### config.mk
export PLATFORM = sky130hd
export DESIGN_NAME = ltp_ctrl
export DESIGN_NICKNAME = d
export VERILOG_FILES = /design/src/rtl/core/ltp_pkg.sv /design/src/rtl/core/ltp_ctrl.sv
export SDC_FILE = /design/constraint.sdc
export NUM_CORES = 1
export LEC_CHECK = 0
export ABC_AREA = 1
export BUFFER_PORTS_ARGS = -buffer_cell sky130_fd_sc_hd__buf_2
export CAP_MARGIN = 15
export CORE_ASPECT_RATIO = 1.4
export CORE_UTILIZATION = 35
export CTS_CLUSTER_SIZE = 40
export DETAILED_ROUTE_END_ITERATION = 7
export GPL_ROUTABILITY_DRIVEN = 0
export HOLD_SLACK_MARGIN = 0.05
export PLACE_DENSITY = 0.64
export SKIP_CTS_REPAIR_TIMING = 1
export SYNTH_ARGS = -nofsm -noshare
export SYNTH_HDL_FRONTEND = slang
export SYNTH_SLANG_ARGS = --single-unit
### constraint.sdc
create_clock -name clk -period 1.8 [get_ports clk]
set_input_delay 0 -clock clk [delete_from_list [all_inputs] [get_ports clk]]
set_output_delay 0 -clock clk [all_outputs]
set_load 0.03 [all_outputs]
### src/rtl/core/ltp_pkg.sv
// ----------------------------------------------------------------------------
// Loop trace profiler package
// Sizes, request/result types, command/status bundles, counter helper.
// ----------------------------------------------------------------------------
`timescale 1ns / 1ps

package ltp_pkg;

	localparam int FRAGMENTS    = 256;
	localparam int SLOT_W       = $clog2(FRAGMENTS);
	localparam int USED_W       = SLOT_W + 1;
	localparam int HIST_JUMPS   = 8;
	localparam int HIST_DEPTH   = HIST_JUMPS + 1;
	localparam int POS_W        = 4;
	localparam int RSEL_W       = $clog2(HIST_JUMPS);
	localparam int PAT_W        = 8;
	localparam int POOL_ENTRIES = 32768;
	localparam int POOL_IDX_W   = $clog2(POOL_ENTRIES);
	localparam int POOL_NEXT_W  = POOL_IDX_W + 1;
	localparam int COUNT_BITS   = 32;

	localparam logic OP_JUMP = 1'b0;
	localparam logic OP_READ = 1'b1;

	typedef enum logic [1:0] {
		ST_OK         = 2'd0,
		ST_TABLE_FULL = 2'd1,
		ST_POOL_FULL  = 2'd2,
		ST_NOT_FOUND  = 2'd3
	} status_t;

	typedef struct packed {
		logic        operation;
		logic [31:0] from_pc;
		logic [31:0] to_pc;
		logic [31:0] query_pc;
		logic [3:0]  query_jumps;
		logic [7:0]  query_pattern;
	} req_t;

	typedef struct packed {
		status_t     status;
		logic        loop_found;
		logic [3:0]  loop_jumps;
		logic [7:0]  loop_pattern;
		logic [31:0] count;
		logic [7:0]  fragment_slot;
	} res_t;

	typedef struct packed {
		logic    load;
		logic    scan;
		logic    create;
		logic    meta;
		logic    zero_wr;
		logic    zero_res;
		logic    use_base;
		logic    alloc;
		logic    clear;
		logic    cnt_rd;
		logic    cnt_wr;
		logic    cnt_res;
		logic    shift;
		logic    finish;
		logic    set_status;
		status_t status_code;
	} cmd_t;

	typedef struct packed {
		logic op_read;
		logic hit;
		logic miss;
		logic full;
		logic loop_hit;
		logic pos_zero;
		logic q_zero;
		logic q_bad;
		logic region_valid;
		logic can_alloc;
		logic clear_last;
		logic out_free;
	} sts_t;

	function automatic logic [COUNT_BITS-1:0] bump(input logic [COUNT_BITS-1:0] v);
		return (&v) ? v : v + 1'b1;
	endfunction

endpackage

### src/rtl/core/ltp_ctrl.sv
// ----------------------------------------------------------------------------
// Loop trace profiler controller
// Sequences lookup, slot creation, region allocation and counter updates.
// ----------------------------------------------------------------------------
`timescale 1ns / 1ps

module ltp_ctrl (
	input  logic          clk,
	input  logic          arst_n,
	input  logic          req_valid,
	output logic          req_stall,
	input  ltp_pkg::sts_t sts,
	output ltp_pkg::cmd_t cmd
);

	typedef enum logic [11:0] {
		S_IDLE   = 12'b0000_0000_0001,
		S_SCAN   = 12'b0000_0000_0010,
		S_CREATE = 12'b0000_0000_0100,
		S_META   = 12'b0000_0000_1000,
		S_EVAL   = 12'b0000_0001_0000,
		S_ZWR    = 12'b0000_0010_0000,
		S_ALLOC  = 12'b0000_0100_0000,
		S_CLEAR  = 12'b0000_1000_0000,
		S_RDCNT  = 12'b0001_0000_0000,
		S_CWR    = 12'b0010_0000_0000,
		S_SHIFT  = 12'b0100_0000_0000,
		S_DONE   = 12'b1000_0000_0000
	} state_t;

	state_t state_q;
	state_t state_d;

	assign req_stall = (state_q != S_IDLE);

	always_comb begin
		state_d = state_q;
		cmd     = '0;
		case (state_q)
			S_IDLE: begin
				if (req_valid) begin
					cmd.load = 1'b1;
					state_d  = S_SCAN;
				end
			end
			S_SCAN: begin
				cmd.scan = 1'b1;
				if (sts.hit) begin
					state_d = S_META;
				end else if (sts.miss) begin
					if (sts.op_read) begin
						cmd.set_status  = 1'b1;
						cmd.status_code = ltp_pkg::ST_NOT_FOUND;
						state_d         = S_DONE;
					end else if (sts.full) begin
						cmd.set_status  = 1'b1;
						cmd.status_code = ltp_pkg::ST_TABLE_FULL;
						state_d         = S_DONE;
					end else begin
						state_d = S_CREATE;
					end
				end
			end
			S_CREATE: begin
				cmd.create = 1'b1;
				state_d    = S_META;
			end
			S_META: begin
				cmd.meta = 1'b1;
				state_d  = S_EVAL;
			end
			S_EVAL: begin
				if (sts.op_read) begin
					if (sts.q_zero) begin
						cmd.zero_res = 1'b1;
						state_d      = S_DONE;
					end else if (sts.q_bad) begin
						cmd.set_status  = 1'b1;
						cmd.status_code = ltp_pkg::ST_NOT_FOUND;
						state_d         = S_DONE;
					end else if (sts.region_valid) begin
						cmd.use_base = 1'b1;
						state_d      = S_RDCNT;
					end else begin
						state_d = S_DONE;
					end
				end else if (!sts.loop_hit) begin
					state_d = S_SHIFT;
				end else if (sts.pos_zero) begin
					state_d = S_ZWR;
				end else if (sts.region_valid) begin
					cmd.use_base = 1'b1;
					state_d      = S_RDCNT;
				end else if (sts.can_alloc) begin
					state_d = S_ALLOC;
				end else begin
					cmd.set_status  = 1'b1;
					cmd.status_code = ltp_pkg::ST_POOL_FULL;
					state_d         = S_SHIFT;
				end
			end
			S_ZWR: begin
				cmd.zero_wr = 1'b1;
				state_d     = S_SHIFT;
			end
			S_ALLOC: begin
				cmd.alloc = 1'b1;
				state_d   = S_CLEAR;
			end
			S_CLEAR: begin
				cmd.clear = 1'b1;
				if (sts.clear_last)
					state_d = S_RDCNT;
			end
			S_RDCNT: begin
				cmd.cnt_rd = 1'b1;
				state_d    = S_CWR;
			end
			S_CWR: begin
				if (sts.op_read) begin
					cmd.cnt_res = 1'b1;
					state_d     = S_DONE;
				end else begin
					cmd.cnt_wr = 1'b1;
					state_d    = S_SHIFT;
				end
			end
			S_SHIFT: begin
				cmd.shift = 1'b1;
				state_d   = S_DONE;
			end
			S_DONE: begin
				if (sts.out_free) begin
					cmd.finish = 1'b1;
					state_d    = S_IDLE;
				end
			end
			default: begin
				state_d = S_IDLE;
			end
		endcase
	end

	always_ff @(posedge clk or negedge arst_n) begin
		if (!arst_n)
			state_q <= S_IDLE;
		else
			state_q <= state_d;
	end

endmodule

# --- Word level (Yosys, flattened, before mapping) ---
# Index checks and enable logic that the tools add are counted.
totals:
  ff_bits: 12
  output_inout_bits: 18
  wordCells: 72
classes:
  eq_ne: 17
  muxes: 53
  n_reduce_logical: 1
op_table:
  columns: ["op", "count"]
  rows:
  - ["2-to-1 mux 12 bit", 15]
  - ["case mux 12 bit (12 select lines)", 1]
  - ["2-to-1 mux 3 bit", 11]
  - ["2-to-1 mux 1 bit", 22]
  - ["== test 12 x 1 -> 1 bit (second input constant)", 1]
  - ["== test 12 x 10 -> 1 bit (second input constant)", 1]
  - ["== test 12 x 11 -> 1 bit (second input constant)", 1]
  - ["== test 12 bit (second input constant)", 1]
  - ["== test 12 x 2 -> 1 bit (second input constant)", 1]
  - ["== test 12 x 3 -> 1 bit (second input constant)", 1]
  - ["== test 12 x 4 -> 1 bit (second input constant)", 1]
  - ["== test 12 x 5 -> 1 bit (second input constant)", 1]
  - ["== test 12 x 6 -> 1 bit (second input constant)", 1]
  - ["== test 12 x 7 -> 1 bit (second input constant)", 1]
  - ["== test 12 x 8 -> 1 bit (second input constant)", 1]
  - ["== test 12 x 9 -> 1 bit (second input constant)", 1]
  - ["!= test 12 x 1 -> 1 bit (second input constant)", 1]
  - ["2-to-1 mux 11 bit", 1]
  - ["!= test 2 bit (second input constant)", 3]
  - ["case mux 3 bit (2 select lines)", 1]
  - ["2-to-1 mux 2 bit", 2]
  - ["AND reduction 4 bit", 1]
  - ["!= test 3 bit (second input constant)", 1]

# --- Logic depth before layout (Yosys ltp) ---
depth:
  word_depth: 6
  depth_mapped: 9
  mapped_depth_nobuf: 9

# --- Worst setup path before layout ---
# Ideal clock, no wire load.
synth_timing:
  path_type: "reg2reg"
  startpoint: "register state_q[4]"
  endpoint: "register state_q[10]"
  arrival_ns: 1.474
  required_ns: 1.730
  slack_ns: 0.257
  path_stages_with_launch: 7
  path_buffers: 0
  period_less_slack_ns: 1.543
  cell_sequence: "dfrtp_1 -> nor2_1 -> nand2_4 -> nor2_4 -> nand2_2 -> nor2_1 -> nand3b_1"
synth_via:
  elab_chain_len: 3
  word_cells_on_any_way: 18
  cone_classes: "eq/ne (16); mux (1); reduce/logical (1)"
synth_lines:
  columns: ["element", "line", "rtl"]
  rows:
  - ["start: declaration", "ltp_ctrl.sv:31", "state_t state_q;"]
  - ["start signal: assignment", "ltp_ctrl.sv:148", "state_q <= state_d;"]
  - ["== test 12 x 2 -> 1 bit (tied with other cells)", "ltp_ctrl.sv:39", "case (state_q)"]
  - ["!= test 3 bit (no source line) or != test 2 bit (tied branches)", null, null]
  - ["AND reduction 4 bit (no source line)", null, null]
# Several ways; a longest one is shown, not always the timed one.
# A chain may end at the register's enable or synchronous reset.

==> run summary <==
For this block, the initial DRC count from the detailed router was 26. Global routing finished with a remaining overflow of 0. The mean instance size in the synthesized netlist was 6.77 um2. The max capacitance violation total is 0. The standby leakage power was 0.000845 uW. Largest area contributor in the synthesized netlist: dfrtp_1. Across the VDD grid, the largest voltage drop is 0.000659 V.

During I/O placement, the number of pins put on the boundary was 33. The worst setup path is launched from a flip-flop. The tools report the total number of clock tree sinks as 12. In the final layout, the registers with the most flip-flops are state_q (12). In this run, synthesis produced a sequential element count of 12. The starting utilization of the core area was 0.373; the pin count of the biggest net entering global routing was 13. The die footprint is 0.00306 mm2.

The flip-flop count of the largest register after layout is 12, and the final hold violation count is 1. Clock-pin slew of the registers on the worst-case setup and hold paths: 0.08 ns. Relative to the synthesized area, the layout overhead comes to 31.8%. Area of the core: 0.00267 mm2. In this run the deepest clock path goes through 2 buffers. Leaving out fill and tap cells, the most frequent cell in the layout is nand2_1. The tools report the number of nets in the finished design as 206. Using the TritonRoute via totals, the vias-per-cell ratio works out to 4.57. Summed over all nets, the half-perimeter wirelength after detailed placement is 1970 um. The final count of negative-setup-slack endpoints was 0. The run finished, with violations left. Measured along the x axis, the die boundary spans 47.1 um. Transition time of the tightest slew-check pin: 0.278 ns.

In the final routed layout, each cell accounts on average for 10.6 um. The number of antenna-violating nets in the routed design is 0. The final reports fail on hold timing.

The share of final-layout standard cells stronger than drive strength 1 was 0.353. The worst hold path belongs to the class in -> reg. The summed negative setup slack over all endpoints was 0 ns; the total track usage was 0.177. For the critical path required time, the log shows 1.80 ns.

Between clock sinks in the finished design, the worst skew comes to 0.00321 ns. The power density over the cells was 938 mW/mm2. TritonCTS built the clock tree. The routed design has 2400 um of wire. The count of buffers added on input and output ports is 32. Power comes to 1230 uW. For the worst setup path, the data arrival time is 1.67 ns. The logs give 599 MHz for the highest clock frequency the design can meet and 0 for the DRC violation count after routing. The number of detailed-routing iterations run before antenna repair was 6. The logs give 0.814 for the relative slew slack and 147 for the synthesized instance count.

Setup repair after global routing left no endpoint under its margin. The worst setup path is captured at a primary output. The floorplan has 22 rows.

Clock tree synthesis inserted a total of 3 buffers. Clock tree synthesis selected as its root buffer the cell clkbuf_4. The global-route wire length before repair was 3990 um. The critical path is of the reg -> out type. The later pin in the worst-skew pair is clocked with a latency of 0.28 ns. The number of antenna diodes in the final layout is 0. The number of pins with negative max-slew slack in the final report is 0. The logs give 1,009 for the number of global-route vias before repair and 1 for the number of H-tree branching levels. The number of warnings printed during yosys synthesis is 0.

In this run the cell area of the synthesized design comes to 995 um2. Ranked by total cell area, the synthesized netlist is headed by dfrtp_1 (28%), nand2_1 (12%), inv_1 (11%), nor2_1 (7.9%), nor2_2 (6.3%). After synthesis, the netlist uses 26 different library cells. Summing over every cut layer, the via total after detailed routing is 1,032. The register with the most flip-flops in the final layout is state_q. The area share of the largest cell type after synthesis was 0.277.

Ratio of final minimum period to clock period: 0.928. For the initial antenna violation count, the log shows 0. Worst-path maximum fanout: 5.

The share of the core filled with cells in the final layout is 0.491, and the minimum hold slack is -0.00109 ns. In the layout the commonest cells are nand2_1 (31), buf_2 (30), inv_1 (29), nor2_1 (21), dfrtp_1 (11). The worst path in the final design needs a cycle of 1.67 ns, including I/O delays and setup.

Counting the fill cells in the layout gives 294. The die is 65.1 um tall. The number of nets handed over by synthesis was 162. The sequential area share after synthesis is 0.303.
power by group:
group / internal, uW / leakage [uW] / switching [uW] / total, uW
clock network: 123 / 0.0000210 / 101 / 225
registers: 315 / 0.000162 / 38.9 / 354
logic: 223 / 0.000662 / 429 / 652
total: 661 / 0.000845 / 569 / 1230
metrics by stage:
step / area [um2] / cells / setup WS (ns) / hold WS, ns
2_1_floorplan: 995 / 147 / 0.257 / -0.296
4_1_cts: 1240 / 219 / 0.0433 / -0.396
6_report: 1310 / 226 / 0.130 / -0.00109
3_3_place_gp: 1200 / 215 / 0.384 / -0.109
5_1_grt: 1310 / 226 / 0.0115 / 0.0599
3_5_place_dp: 1200 / 215 / 0.355 / -0.0995
critical path, cell delays in order (launching register included):
cell	delay [ns]
dfrtp_1	0.41
nor2_2	0.19
nand2_4	0.11
nor2_8	0.13
nand2_4	0.09
inv_2	0.08
nand4_1	0.11
nand3_1	0.11
buf_4	0.16
path summary, 6_finish.rpt:
path	startpoint	to	slack [ns]	cells after the start
max	state_q[2]$_DFFE_PN0P_	cmd[1]	0.13	8
min	req_valid	state_q[0]$_DFFE_PN1P_	-0.001	4
max in group asynchronous	arst_n	state_q[0]$_DFFE_PN1P_	1.40	2
min in group asynchronous	arst_n	state_q[8]$_DFFE_PN0P_	0.12	2
min reg2reg	state_q[7]$_DFFE_PN0P_	state_q[7]$_DFFE_PN0P_	0.68	3
max reg2reg	state_q[0]$_DFFE_PN1P_	state_q[1]$_DFFE_PN0P_	0.37	8
layout make-up:
type / count / area [um2] / share of cell area
multi-input cells: 103 / 577 / 0.440
flip-flops and latches: 12 / 302 / 0.230
repair buffers: 39 / 230 / 0.176
inverters: 32 / 121 / 0.0926
well taps: 36 / 45.0 / 0.0344
clock buffers: 4 / 36.3 / 0.0277
synth_stat cells:
| library cell | n |
|---|---|
| dfstp_2 | 1 |
| nand4_2 | 1 |
| clkinv_2 | 1 |
| nor3_4 | 1 |
| nor3_2 | 1 |
| and2_1 | 1 |
| nand3_2 | 1 |
| nand2_4 | 4 |
| nor2_4 | 1 |
| nand3b_1 | 1 |
| a31oi_1 | 1 |
| nor3_1 | 6 |
| inv_1 | 29 |
| a21oi_2 | 1 |
| inv_2 | 2 |
| nand4_1 | 3 |
| nand3_1 | 9 |
| o21ai_0 | 1 |
| dfrtp_1 | 11 |
| o21bai_1 | 1 |
| nor2_2 | 10 |
| nor2_8 | 2 |
| o21ai_1 | 3 |
| nor2_1 | 21 |
| nand2_2 | 3 |
| nand2_1 | 31 |
kinds of logic after synthesis:
logic type	count (synthesis)	synth area share
and+or+nand+nor	96	0.532
DFF	12	0.303
buffers and inverters	32	0.122
AOI/OAI and AO/OA	7	0.0428
per-layer routing:
layer  up-vias  wire (um)  track usage
met3         5         91       0.0167
met1       456        978        0.205
li1        536          -            -
met2        35       1280        0.314
met5         -          0            0
met4         0         44       0.0714
(Power assumes the default switching activity.)
